[src/rtl/multi_source_edge_relaxation_core_assert.svh]
// Assertion helpers shared by the core's modules
`ifndef MULTI_SOURCE_EDGE_RELAXATION_CORE_ASSERT_SVH
`define MULTI_SOURCE_EDGE_RELAXATION_CORE_ASSERT_SVH

// Property checked on every clock edge outside reset
`define MSER_ASSERT(lbl, prop, msg) \
  lbl: assert property (@(posedge clk) disable iff (rst) (prop)) else $error(msg);

// Property checked on every clock edge, reset included
`define MSER_ASSERT_ALWAYS(lbl, prop, msg) \
  lbl: assert property (@(posedge clk) (prop)) else $error(msg);

`endif

[src/rtl/mser_pkg.sv]
`timescale 1ns / 1ps
package mser_pkg;

  typedef enum logic [1:0] {
    OP_RELAX     = 2'd0,
    OP_END_ROUND = 2'd1,
    OP_SEED      = 2'd2,
    OP_READ      = 2'd3
  } op_t;

  localparam logic [31:0] UNREACHABLE = 32'hFFFF_FFFF;
  localparam logic [15:0] CNT_MAX     = 16'hFFFF;

  // controller -> datapath
  typedef struct packed {
    logic cap;         // capture input transaction
    logic sweep_init;  // reset clear: distances to unreachable, frontiers to zero
    logic sweep_clr;   // end round: clear current frontier bank
    logic rd_src;      // read address = source vertex
    logic rd_dst;      // read address = destination, latch source row
    logic exec;        // compute and write back
    logic round_end;   // report counter, clear it, swap banks
    logic load_out;    // move result into output register
  } dp_cmd_t;

  // datapath -> controller
  typedef struct packed {
    logic sweep_last;
    logic out_busy;
  } dp_stat_t;

endpackage

[src/rtl/mser_ctrl.sv]
`timescale 1ns / 1ps
`include "multi_source_edge_relaxation_core_assert.svh"
module mser_ctrl (
  input  logic               clk,
  input  logic               rst,
  input  logic               in_valid,
  output logic               in_ready,
  input  logic [1:0]         op,
  input  mser_pkg::dp_stat_t stat,
  output mser_pkg::dp_cmd_t  cmd
);

  typedef enum logic [2:0] {
    S_INIT,
    S_IDLE,
    S_RD_SRC,
    S_RD_DST,
    S_EXEC,
    S_CLEAR,
    S_DONE
  } state_t;

  state_t state;
  state_t state_next;
  logic   accept;

  assign in_ready = (state == S_IDLE);
  assign accept   = in_valid && in_ready;

  // command decode and next state
  always_comb begin
    cmd        = '0;
    state_next = state;
    case (state)
      S_INIT: begin
        cmd.sweep_init = 1'b1;
        if (stat.sweep_last) begin
          state_next = S_IDLE;
        end
      end
      S_IDLE: begin
        cmd.cap = accept;
        if (accept) begin
          case (mser_pkg::op_t'(op))
            mser_pkg::OP_RELAX:     state_next = S_RD_SRC;
            mser_pkg::OP_END_ROUND: state_next = S_CLEAR;
            default:                state_next = S_RD_DST;
          endcase
        end
      end
      S_RD_SRC: begin
        cmd.rd_src = 1'b1;
        state_next = S_RD_DST;
      end
      S_RD_DST: begin
        cmd.rd_dst = 1'b1;
        state_next = S_EXEC;
      end
      S_EXEC: begin
        cmd.exec   = 1'b1;
        state_next = S_DONE;
      end
      S_CLEAR: begin
        cmd.sweep_clr = 1'b1;
        if (stat.sweep_last) begin
          cmd.round_end = 1'b1;
          state_next    = S_DONE;
        end
      end
      S_DONE: begin
        if (!stat.out_busy) begin
          cmd.load_out = 1'b1;
          state_next   = S_IDLE;
        end
      end
      default: state_next = S_INIT;
    endcase
  end

  // state register
  always_ff @(posedge clk) begin
    if (rst) begin
      state <= S_INIT;
    end else begin
      state <= state_next;
    end
  end

  `MSER_ASSERT(a_one_in_flight, accept |=> !in_ready, "second transaction taken while busy")
  `MSER_ASSERT(a_clear_ends_round, (state == S_CLEAR && stat.sweep_last) |=> state == S_DONE, "round end skipped")
  `MSER_ASSERT(a_exec_after_dst, cmd.exec |-> $past(cmd.rd_dst), "write-back without destination read")

endmodule

[config.mk]
export PLATFORM = sky130hd
export DESIGN_NAME = mser_ctrl
export DESIGN_NICKNAME = d
export VERILOG_FILES = /design/src/rtl/mser_pkg.sv /design/src/rtl/mser_ctrl.sv
export VERILOG_INCLUDE_DIRS = /design/src /design/src/rtl
export SDC_FILE = /design/constraint.sdc
export NUM_CORES = 1
export LEC_CHECK = 0
export BUFFER_PORTS_ARGS = -buffer_cell sky130_fd_sc_hd__buf_2
export CAP_MARGIN = 20
export CORE_AREA = 3 3 40 42
export DETAILED_ROUTE_END_ITERATION = 8
export DIE_AREA = 0 0 43 45
export PLACE_DENSITY = 0.49
export SYNTH_ARGS = -nofsm -noshare
export SYNTH_HDL_FRONTEND = slang
export SYNTH_SLANG_ARGS = --single-unit
export TNS_END_PERCENT = 1
[constraint.sdc]
create_clock -name clk -period 3.6 [get_ports clk]
set_input_delay 0.72 -clock clk [delete_from_list [all_inputs] [get_ports clk]]
set_output_delay 0.72 -clock clk [all_outputs]
set_load 0.05 [all_outputs]
After elaboration in Yosys (flattened, before gate mapping)
Cells that the tools add are included.
{"block": "op_classes", "eq_ne": 11, "n_mux": 16, "n_reduce_logical": 4}
{"operator": "case mux 3 bit (7 select lines)", "n": 1}
{"operator": "2-to-1 mux 3 bit", "n": 4}
{"operator": "2-to-1 mux 1 bit", "n": 10}
{"operator": "equality test 3 bit, second input constant", "n": 3}
{"operator": "equality test 3 x 2 -> 1 bit, second input constant", "n": 2}
{"operator": "!= test 2 bit, second input constant", "n": 3}
{"operator": "case mux 3 bit (2 select lines)", "n": 1}
{"operator": "AND reduction 4 bit", "n": 1}
{"operator": "equality test 3 x 1 -> 1 bit, second input constant", "n": 1}
{"operator": "logical NOT 3 bit", "n": 1}
{"operator": "equality test 2 x 1 -> 1 bit, second input constant", "n": 1}
{"operator": "logical NOT 2 bit", "n": 1}
{"operator": "!= test 2 x 1 -> 1 bit, second input constant", "n": 1}
{"operator": "logical AND 1 bit", "n": 1}
{"block": "word_totals", "reg_bits": 3, "out_inout_bits": 9, "word_cells": 32}

Logic depth before layout (Yosys ltp)
Gate-level depths: netlist of the first run.
{"block": "logic_depth", "word_depth": 4, "mapped_depth": 4, "mapped_depth_nobuf": 3}

Least setup slack after synthesis of the first run
OpenSTA, ideal clock, no wires.
{"block": "synth_timing", "path_kind": "register to output", "start": "reg state[1]", "end": "out cmd[7] (netlist name)", "arrival_time_ps": 1874, "required_ps": 2880, "slack_ps": 1006, "stages_incl_launch_ff": 5, "path_buffers": 1, "path_cell_list": "dfxtp_1 -> buf_2 -> nand2b_2 -> nor2_1 -> and2_1"}
{"item": "from (decl)", "line": "mser_ctrl.sv:23", "text": "state_t state;"}
{"item": "from (signal assigned)", "line": "mser_ctrl.sv:85", "text": "state <= state_next;"}
{"item": "to (decl)", "line": "mser_ctrl.sv:10", "text": "output mser_pkg::dp_cmd_t cmd"}

==> summary.txt, run 1 <==
Cells and area
  • Area of the multi-input gates: 203 um2
  • Max reg flops: 3
  • Final non-filler cell total: 67
  • Ant. Diodes: 0
  • Top reg by flops: state
  • # nets final: 60
  • Layout cells sized above 1: 48.1%
  • Largest registers: state (3)
  • Register area: 60.1 um2
  • Fill count: 156
  • Layout area overhead: 33.1%

STA
  • Unrepaired setup endpoints after global routing: false
  • Final slew viol count: 0
  • Fmax: 0.455 GHz
  • Final hold vios: 0
  • Final Cycle Share: 61.0%
  • Hold slack: 698 ps
  • Least-Margin Pin Slew: 358 ps
  • Final setup vio count: 0
  • Setup TNS: 0 ps
  • Tmin final: 2200 ps
  • Post-Route Skew: 1.67 ps
  • Setup ws final: 1400 ps
  • Slew HR: 76.1%

Synthesis
  • Yosys reg bits: 3
  • Register area share after synthesis: 20.1%
  • Top FF cell, synth: dfxtp_1
  • Post-Syn Instances: 36
  • Synth Area in Simple Gates: 33.5%
  • Synth Area in XOR/XNOR: 0%
  • EDFF count, synth: 0
  • Largest cells by area after synthesis: dfxtp_1 (20%), nor3_1 (6.7%), nand4b_1 (5.9%)
  • Post-Synth Adder-Cell Area: 0%
  • Mux contribution to synthesized area: 3.77%
  • Ys Warns: 0
  • Synth top area share: 20.1%
  • Main combinational cell family by area after synthesis: simple AND/OR/NAND/NOR gates
  • Share of async-settable or async-resettable flops after synthesis: 0%
  • Compound-gate portion of the synthesized area: 30.5%
  • Mean Syn Cell Area: 8.31 um2
  • Synthesized Nets: 43
  • Post-synth top cells: inv_1 (4), nor3_1 (4), dfxtp_1 (3), nor2_1 (3)
  • Synth area leader: dfxtp_1
  • Netlist cell types: 21
  • Mapped Area: 299 um2

Place
  • Place WS: 1620 ps
  • Final HPWL DP: 542 um
  • Dpl cells: 63
  • Routability Congestion: 0.732
  • Port bufs: 15

Pwr
  • Power Density: 980 nW/um2
  • Worst vdd ir: 0.000332 V
  • Leakage: 0.000192 uW

Critical path
  • Max Fanout on Critical Path: 10
  • Critical path data required time: 2880 ps
  • Critical Path End: cmd[1]
  • R2r setup slk: 2250 ps
  • Worst Path Arrival: 1480 ps
  • CP Launch Type: flop
  • CP Launch Point: state[2]$_SDFFE_PP0P_
  • Worst R2R Start: state[2]$_SDFFE_PP0P_
  • Setup crit end kind: output pin
  • R2R cell count: 3
  • CP Class: reg -> out
  • Worst r2r dst: state[0]$_SDFFE_PP0P_

CTS
  • CTS Buf Count: 3
  • CTS Sinks: 3
  • H-tree depth: 1
  • CTS max path bufs: 2
  • Post-CTS sizing: 0
  • CTS tree: done
  • Worst skew pair latency: 230 ps
  • Post-CTS Setup Bufs: 0
  • Clock transition at path regs: 40 ps
  • Hold buffers post-CTS: 0
  • Clk root buf: clkbuf_4

Global routing
  • Largest net degree at the start of global routing: 12
  • Vias in the first global route: 280
  • Total gr overflow: 0
  • First-pass GRT wire length: 1210 um
  • Initial antenna violation count: 0
  • GRT Overall Usage: 8.57%

Route
  • WL/cell: 11.0 um
  • Pre-Repair DR Iteration Count: 2
  • Total Routed Length: 739 um
  • Via count: 318
  • Antenna-violating nets left: 0
  • 1st-iter DRT viols: 5
  • DR vias/cell: 4.75
  • Drc violations: 0

Hold path
  • Hold Crit Class: reg -> reg

Run status
  • Status: complete, no violations

Floorplan
  • Die area: 1940 um2
  • Core Box Area: 1280 um2
  • Number of cell rows: 13
  • # IOs: 16
  • DIE HEIGHT: 45 um
  • Die Span X: 43 um
  • Initial Utilization: 23.3%

Flow run
  • Max-cap violations: 0
stage by stage:
step                utilization (%)  power, uW  instance area [um2]
finish                         31.0        390                  398
global placement               28.9        336                  372
detailed placement             28.9        334                  372
CTS                            31.0        395                  398
global route                   31.0        419                  398
floorplan                         -        296                  299
critical path, cell delays in order, from the launching register on:
cell	delay (ps)
dfxtp_1	520
inv_1	190
nor2_1	160
and2_1	130
buf_2	250
layer usage:
layer / vias to the layer above / GRT usage, % / part of all wire, % / routed length [um]
met5: - / 0 / 0 / 0
li1: 165 / - / - / -
met3: 0 / 4.38 / 10 / 75
met4: 0 / 3.61 / 0 / 0
met1: 141 / 12.5 / 50 / 370
met2: 12 / 10.2 / 40 / 293
power breakdown:
group	internal (uW)	switching, uW
sequential	47.6	38.6
combinational	78.4	166
clock	41.5	17.5
total	167	222
kinds of logic after synthesis:
| kind of cell | Yosys count |
|---|---|
| flops | 3 |
| buf+inv | 7 |
| simple gates | 16 |
| compound gates | 9 |
| mux | 1 |
how the worst min path moves through the flow:
| stage | cells after the start | from | to | slack (ps) |
|---|---|---|---|---|
| 3_3_place_gp | 1 | state[1]$_SDFFE_PP0P_ | state[1]$_SDFFE_PP0P_ | 710 |
| 4_1_cts | 1 | state[1]$_SDFFE_PP0P_ | state[1]$_SDFFE_PP0P_ | 710 |
| 6_report | 1 | state[1]$_SDFFE_PP0P_ | state[1]$_SDFFE_PP0P_ | 700 |
| 3_5_place_dp | 1 | state[1]$_SDFFE_PP0P_ | state[1]$_SDFFE_PP0P_ | 700 |
| 5_1_grt | 1 | state[1]$_SDFFE_PP0P_ | state[1]$_SDFFE_PP0P_ | 770 |
| 2_1_floorplan | 2 | state[1]$_SDFFE_PP0P_ | state[1]$_SDFFE_PP0P_ | 600 |
cell type report:
cell class	instances	share of cell area, %
tap	15	4.72
timing repair buffer	15	18.9
clock buffer	4	6.60
multi-input combinational	26	50.9
sequential	3	15.1
inverter	4	3.77
cells in the final DEF (no fill, tap or decap):
master    count
o21bai_1      1
nor2_1        3
nand2b_1      2
nand4b_1      2
inv_1         4
or4_4         1
a211o_2       1
mux2_2        1
o31a_1        1
clkbuf_4      3
o32ai_2       1
dfxtp_1       3
o211ai_2      1
o41ai_2       1
a221o_1       1
a21oi_1       2
nor3_1        4
buf_2        15
and2_1        2
nand2b_2      1
and3_1        1
clkbuf_1      1
(Power assumes the default switching activity.)
==> inputs of run 2 (changes only) <==
--- a/config.mk
+++ b/config.mk
@@ -11,7 +11,7 @@
 export CORE_AREA = 3 3 40 42
 export DETAILED_ROUTE_END_ITERATION = 8
 export DIE_AREA = 0 0 43 45
-export PLACE_DENSITY = 0.49
+export PLACE_DENSITY = 0.5
 export SYNTH_ARGS = -nofsm -noshare
 export SYNTH_HDL_FRONTEND = slang
 export SYNTH_SLANG_ARGS = --single-unit
==> constraint.sdc (replaced) <==
create_clock -name clk -period 1.8 [get_ports clk]
set_input_delay 0.36 -clock clk [delete_from_list [all_inputs] [get_ports clk]]
set_output_delay 0.36 -clock clk [all_outputs]
set_load 0.05 [all_outputs]
==> run 2 against run 1 <==
Wire length unchanged. Power up 110%. Design area up 5.0%. Clock skew up 1.8 ps. Critical path depth unchanged. Utilization up 1.6 points. Clock-buffer cell count unchanged. Die area unchanged. Combinational power up 120%. Largest power group unchanged. First-iteration DRC count down 40%.
==> summary.txt, run 2 (synthesized netlist as in run 1, its figures left out) <==
Run status
  • Status: complete, no violations

Critical path
  • R2R cell count: 4
  • Worst Path Arrival: 1300 ps
  • CP Class: reg -> out
  • CP Launch Type: flop
  • Critical path data required time: 1440 ps
  • Max Fanout on Critical Path: 11
  • Setup crit end kind: output pin

Global routing
  • Largest net degree at the start of global routing: 12
  • GRT Overall Usage: 8.31%
  • Total gr overflow: 0
  • First-pass GRT wire length: 1170 um
  • Vias in the first global route: 282
  • Initial antenna violation count: 0

Pwr
  • Sequential power share: 19.7%
  • Power Internal: 352 uW
  • Worst vdd ir: 0.00103 V
  • Clk pwr share: 14.6%
  • Leakage: 0.000197 uW
  • Net Switching: 453 uW
  • Combinational Power Share: 65.7%
  • Switching share of power: 56.3%
  • Power Total: 806 uW
  • Power Density: 1930 nW/um2

CTS
  • Hold buffers post-CTS: 0
  • Worst skew pair latency: 230 ps
  • Post-CTS sizing: 0
  • CTS Sinks: 3
  • H-tree depth: 1
  • Clock transition at path regs: 30 ps
  • CTS Buf Count: 3
  • Clk root buf: clkbuf_4
  • CTS tree: done
  • Post-CTS Setup Bufs: 0
  • CTS max path bufs: 2

Cells and area
  • Final non-filler cell total: 68
  • Largest registers: state (3)
  • Max reg flops: 3
  • Area of the multi-input gates: 213 um2
  • Fill count: 148
  • Top reg by flops: state
  • Most frequent cells in the layout: buf_2 (15), inv_1 (4), nor3_1 (3), clkbuf_4 (3)
  • Commonest non-fill, non-tap cell in the layout: buf_2
  • Post-Route Utilization: 32.5%
  • Register area: 62.6 um2
  • Layout cells sized above 1: 58.5%
  • Layout area overhead: 39.7%
  • # nets final: 61
  • Ant. Diodes: 0

STA
  • Final hold vios: 0
  • Slew HR: 84.3%
  • Fmax: 0.603 GHz
  • Unrepaired setup endpoints after global routing: false
  • Setup TNS: 0 ps
  • Post-Route Skew: 3.48 ps
  • Final setup vio count: 0
  • Tmin final: 1660 ps
  • Least-Margin Pin Slew: 233 ps
  • Setup ws final: 140 ps
  • Final Cycle Share: 92.2%
  • Final slew viol count: 0

Floorplan
  • Core Box Area: 1280 um2
  • DIE HEIGHT: 45 um
  • Die Span X: 43 um
  • Number of cell rows: 13
  • Initial Utilization: 23.3%
  • # IOs: 16
  • Die area: 1940 um2

Route
  • 1st-iter DRT viols: 3
  • Drc violations: 0
  • WL/cell: 10.9 um
  • Pre-Repair DR Iteration Count: 4
  • Antenna-violating nets left: 0
  • Total Routed Length: 739 um
  • Via count: 321
  • DR vias/cell: 4.72

Place
  • Final HPWL DP: 576 um
  • Place WS: 294 ps
  • Routability Congestion: 0.777
  • Port bufs: 15
  • Dpl cells: 64

Hold path
  • Worst Hold Depth: 2
  • Hold Crit Class: in -> reg

Flow run
  • Max-cap violations: 0
==> run 2: layout make-up <==
class | instances | share of cell area [%]
Tap cell | 15 | 4.49
Timing Repair Buffer | 16 | 19.8
Inverter | 4 | 3.59
Sequential cell | 3 | 15.0
Clock buffer | 4 | 6.29
Multi-Input combinational cell | 26 | 50.9
==> run 2: metal layers <==
metal | part of all wire, % | GRT usage, %
met3 | 8.5 | 3.59
met4 | 0 | 3.61
met2 | 42 | 11.1
met1 | 49 | 11.5
met5 | 0 | 0
==> run 2: worst max-delay path: stages, from the launching register on <==
cell	delay (ps)
dfxtp_2	360
nand2b_2	240
nor2_2	100
and2_1	120
buf_2	250
==> run 2: worst paths after layout <==
| path | from | endpoint | slack, ps |
|---|---|---|---|
| worst max-delay path | state[1]$_SDFFE_PP0P_ | cmd[7] | 140 |
| worst min register to register | state[1]$_SDFFE_PP0P_ | state[1]$_SDFFE_PP0P_ | 570 |
| worst max register to register | state[2]$_SDFFE_PP0P_ | state[0]$_SDFFE_PP0P_ | 520 |
| worst min-delay path | rst | state[1]$_SDFFE_PP0P_ | 420 |
==> run 2: stage by stage <==
stage	cell area [um2]	hold WS (ps)
after floorplan	309	462
after global placement	389	662
after detailed placement	389	672
after CTS	415	428
after global routing	418	419
final	418	421
==> run 2: power by group through the flow <==
| stage | clock network (uW) | logic [uW] | registers (uW) |
|---|---|---|---|
| detailed placement | 0 | 533 | 154 |
| global placement | 0 | 534 | 154 |
| global route | 131 | 560 | 169 |
| CTS | 123 | 536 | 154 |
| finish | 118 | 529 | 158 |
| floorplan | 0 | 500 | 105 |
==> inputs of run 3 (changes only) <==
--- a/config.mk
+++ b/config.mk
@@ -9,9 +9,11 @@
 export BUFFER_PORTS_ARGS = -buffer_cell sky130_fd_sc_hd__buf_2
 export CAP_MARGIN = 20
 export CORE_AREA = 3 3 40 42
+export CTS_BUF_LIST = sky130_fd_sc_hd__clkbuf_4
 export DETAILED_ROUTE_END_ITERATION = 8
 export DIE_AREA = 0 0 43 45
 export PLACE_DENSITY = 0.5
+export SKIP_LAST_GASP = 1
 export SYNTH_ARGS = -nofsm -noshare
 export SYNTH_HDL_FRONTEND = slang
 export SYNTH_SLANG_ARGS = --single-unit
==> run 3 against run 2 <==
Clock skew down 0.83 ps. Maximum frequency about the same. Register-to-register slack is essentially flat. Critical path depth unchanged. Design area rose by 0.90%. Wire length decreased by 0.54%. Highest routed layer unchanged.
==> summary.txt, run 3 (synthesized netlist as in run 1, its figures left out) <==
Run status
  • Status: complete, no violations

Cells and area
  • Layout area overhead: 41.0%
  • Largest registers: state (3)
  • Final non-filler cell total: 68
  • Most frequent cells in the layout: buf_2 (15), inv_1 (4), clkbuf_4 (4)
  • Max reg flops: 3
  • Layout cells sized above 1: 60.4%
  • Commonest non-fill, non-tap cell in the layout: buf_2
  • Top reg by flops: state
  • Ant. Diodes: 0
  • # nets final: 61
  • Post-Route Utilization: 32.8%

STA
  • Final hold vios: 0
  • Final Cycle Share: 92.1%
  • Hold slack: 423 ps
  • Post-Route Skew: 2.65 ps
  • Final slew viol count: 0
  • Tmin final: 1660 ps
  • Final setup vio count: 0
  • Slew HR: 84.3%
  • Unrepaired setup endpoints after global routing: false
  • Least-Margin Pin Slew: 233 ps
  • Fmax: 0.603 GHz

CTS
  • CTS Sinks: 3
  • Worst skew pair latency: 230 ps
  • Post-CTS Setup Bufs: 0
  • Hold buffers post-CTS: 0
  • CTS tree: done
  • Clock transition at path regs: 30 ps
  • CTS max path bufs: 2
  • Post-CTS sizing: 0
  • H-tree depth: 1
  • Clk root buf: clkbuf_4
  • CTS Buf Count: 3

Critical path
  • CP max stage delay: 360 ps
  • Worst Path Arrival: 1300 ps
  • Max Fanout on Critical Path: 11
  • Crit-path cells: nand2b_2 -> nor2_2 -> and2_1 -> buf_2
  • Slowest CP cell: dfxtp_2
  • R2r setup slk: 520 ps
  • CP Launch Type: flop
  • Setup crit end kind: output pin
  • CP Class: reg -> out
  • Critical path data required time: 1440 ps

Floorplan
  • Number of cell rows: 13
  • # IOs: 16
  • Initial Utilization: 23.3%
  • Die Span X: 43 um
  • Die area: 1940 um2
  • DIE HEIGHT: 45 um
  • Core Box Area: 1280 um2

Pwr
  • Switching share of power: 55.2%
  • Combinational Power Share: 64.6%
  • Power Internal: 367 uW
  • Worst vdd ir: 0.00103 V
  • Leakage: 0.000201 uW
  • Sequential power share: 19.3%
  • Power Density: 1940 nW/um2
  • Net Switching: 452 uW
  • Clk pwr share: 16.0%

Place
  • Routability Congestion: 0.777
  • Dpl cells: 64
  • Final HPWL DP: 576 um
  • Port bufs: 15

Route
  • WL/cell: 10.8 um
  • DR vias/cell: 4.72
  • Antenna-violating nets left: 0
  • Via count: 321
  • Pre-Repair DR Iteration Count: 4
  • Total Routed Length: 735 um
  • Drc violations: 0
  • 1st-iter DRT viols: 3

Global routing
  • Total gr overflow: 0
  • Initial antenna violation count: 0
  • Largest net degree at the start of global routing: 12
  • GRT Overall Usage: 8.31%
  • First-pass GRT wire length: 1170 um
  • Vias in the first global route: 282

Hold path
  • Hold Crit Class: in -> reg

Flow run
  • Max-cap violations: 0
==> run 3: cell counts in the layout (fill, tap and decap cells not counted) <==
No cell type changed its count.
==> run 3: metal layers <==
metal	up-vias	track usage [%]	part of all wire (%)
li1	170	-	-
met1	137	11.5	49
met2	14	11.1	42
met3	0	3.59	9.0
met4	0	3.61	0
met5	-	0	0
==> run 3: power groups by stage <==
stage | Combinational, uW | Sequential [uW] | Clock, uW
3_5_place_dp | 533 | 154 | 0
5_1_grt | 560 | 169 | 146
3_3_place_gp | 534 | 154 | 0
4_1_cts | 536 | 154 | 137
2_1_floorplan | 500 | 105 | 0
6_report | 529 | 158 | 131
==> run 3: stage by stage <==
step	TNS [ps]	area, um2	setup WS, ps	total power, uW
2_1_floorplan	-616	309	-185	605
3_3_place_gp	0	389	285	689
3_5_place_dp	0	389	294	686
4_1_cts	0	419	34.6	827
5_1_grt	0	422	59.4	875
6_report	0	422	142	819
==> run 3: worst paths after layout <==
check / cells past startpoint / end / startpoint
hold / removal: 2 / state[1]$_SDFFE_PP0P_ / rst
setup reg to reg: 4 / state[0]$_SDFFE_PP0P_ / state[2]$_SDFFE_PP0P_
setup / recovery: 4 / cmd[7] / state[1]$_SDFFE_PP0P_
hold reg to reg: 1 / state[1]$_SDFFE_PP0P_ / state[1]$_SDFFE_PP0P_
==> run 3: final cells by class <==
cell class / instances / area, um2
fillers: 151 / 863
multi-input cells: 26 / 213
repair buffers: 16 / 82.6
flip-flops and latches: 3 / 62.6
clock buffers: 4 / 30.0
well taps: 15 / 18.8
inverters: 4 / 15.0
==> run 3: critical path, delay by kind of cell (launching register included) <==
| kind | cells | cell delay, ps |
|---|---|---|
| buffers and inverters | 1 | 250 |
| flip-flops | 1 | 360 |
| AND/OR/NAND/NOR | 3 | 460 |
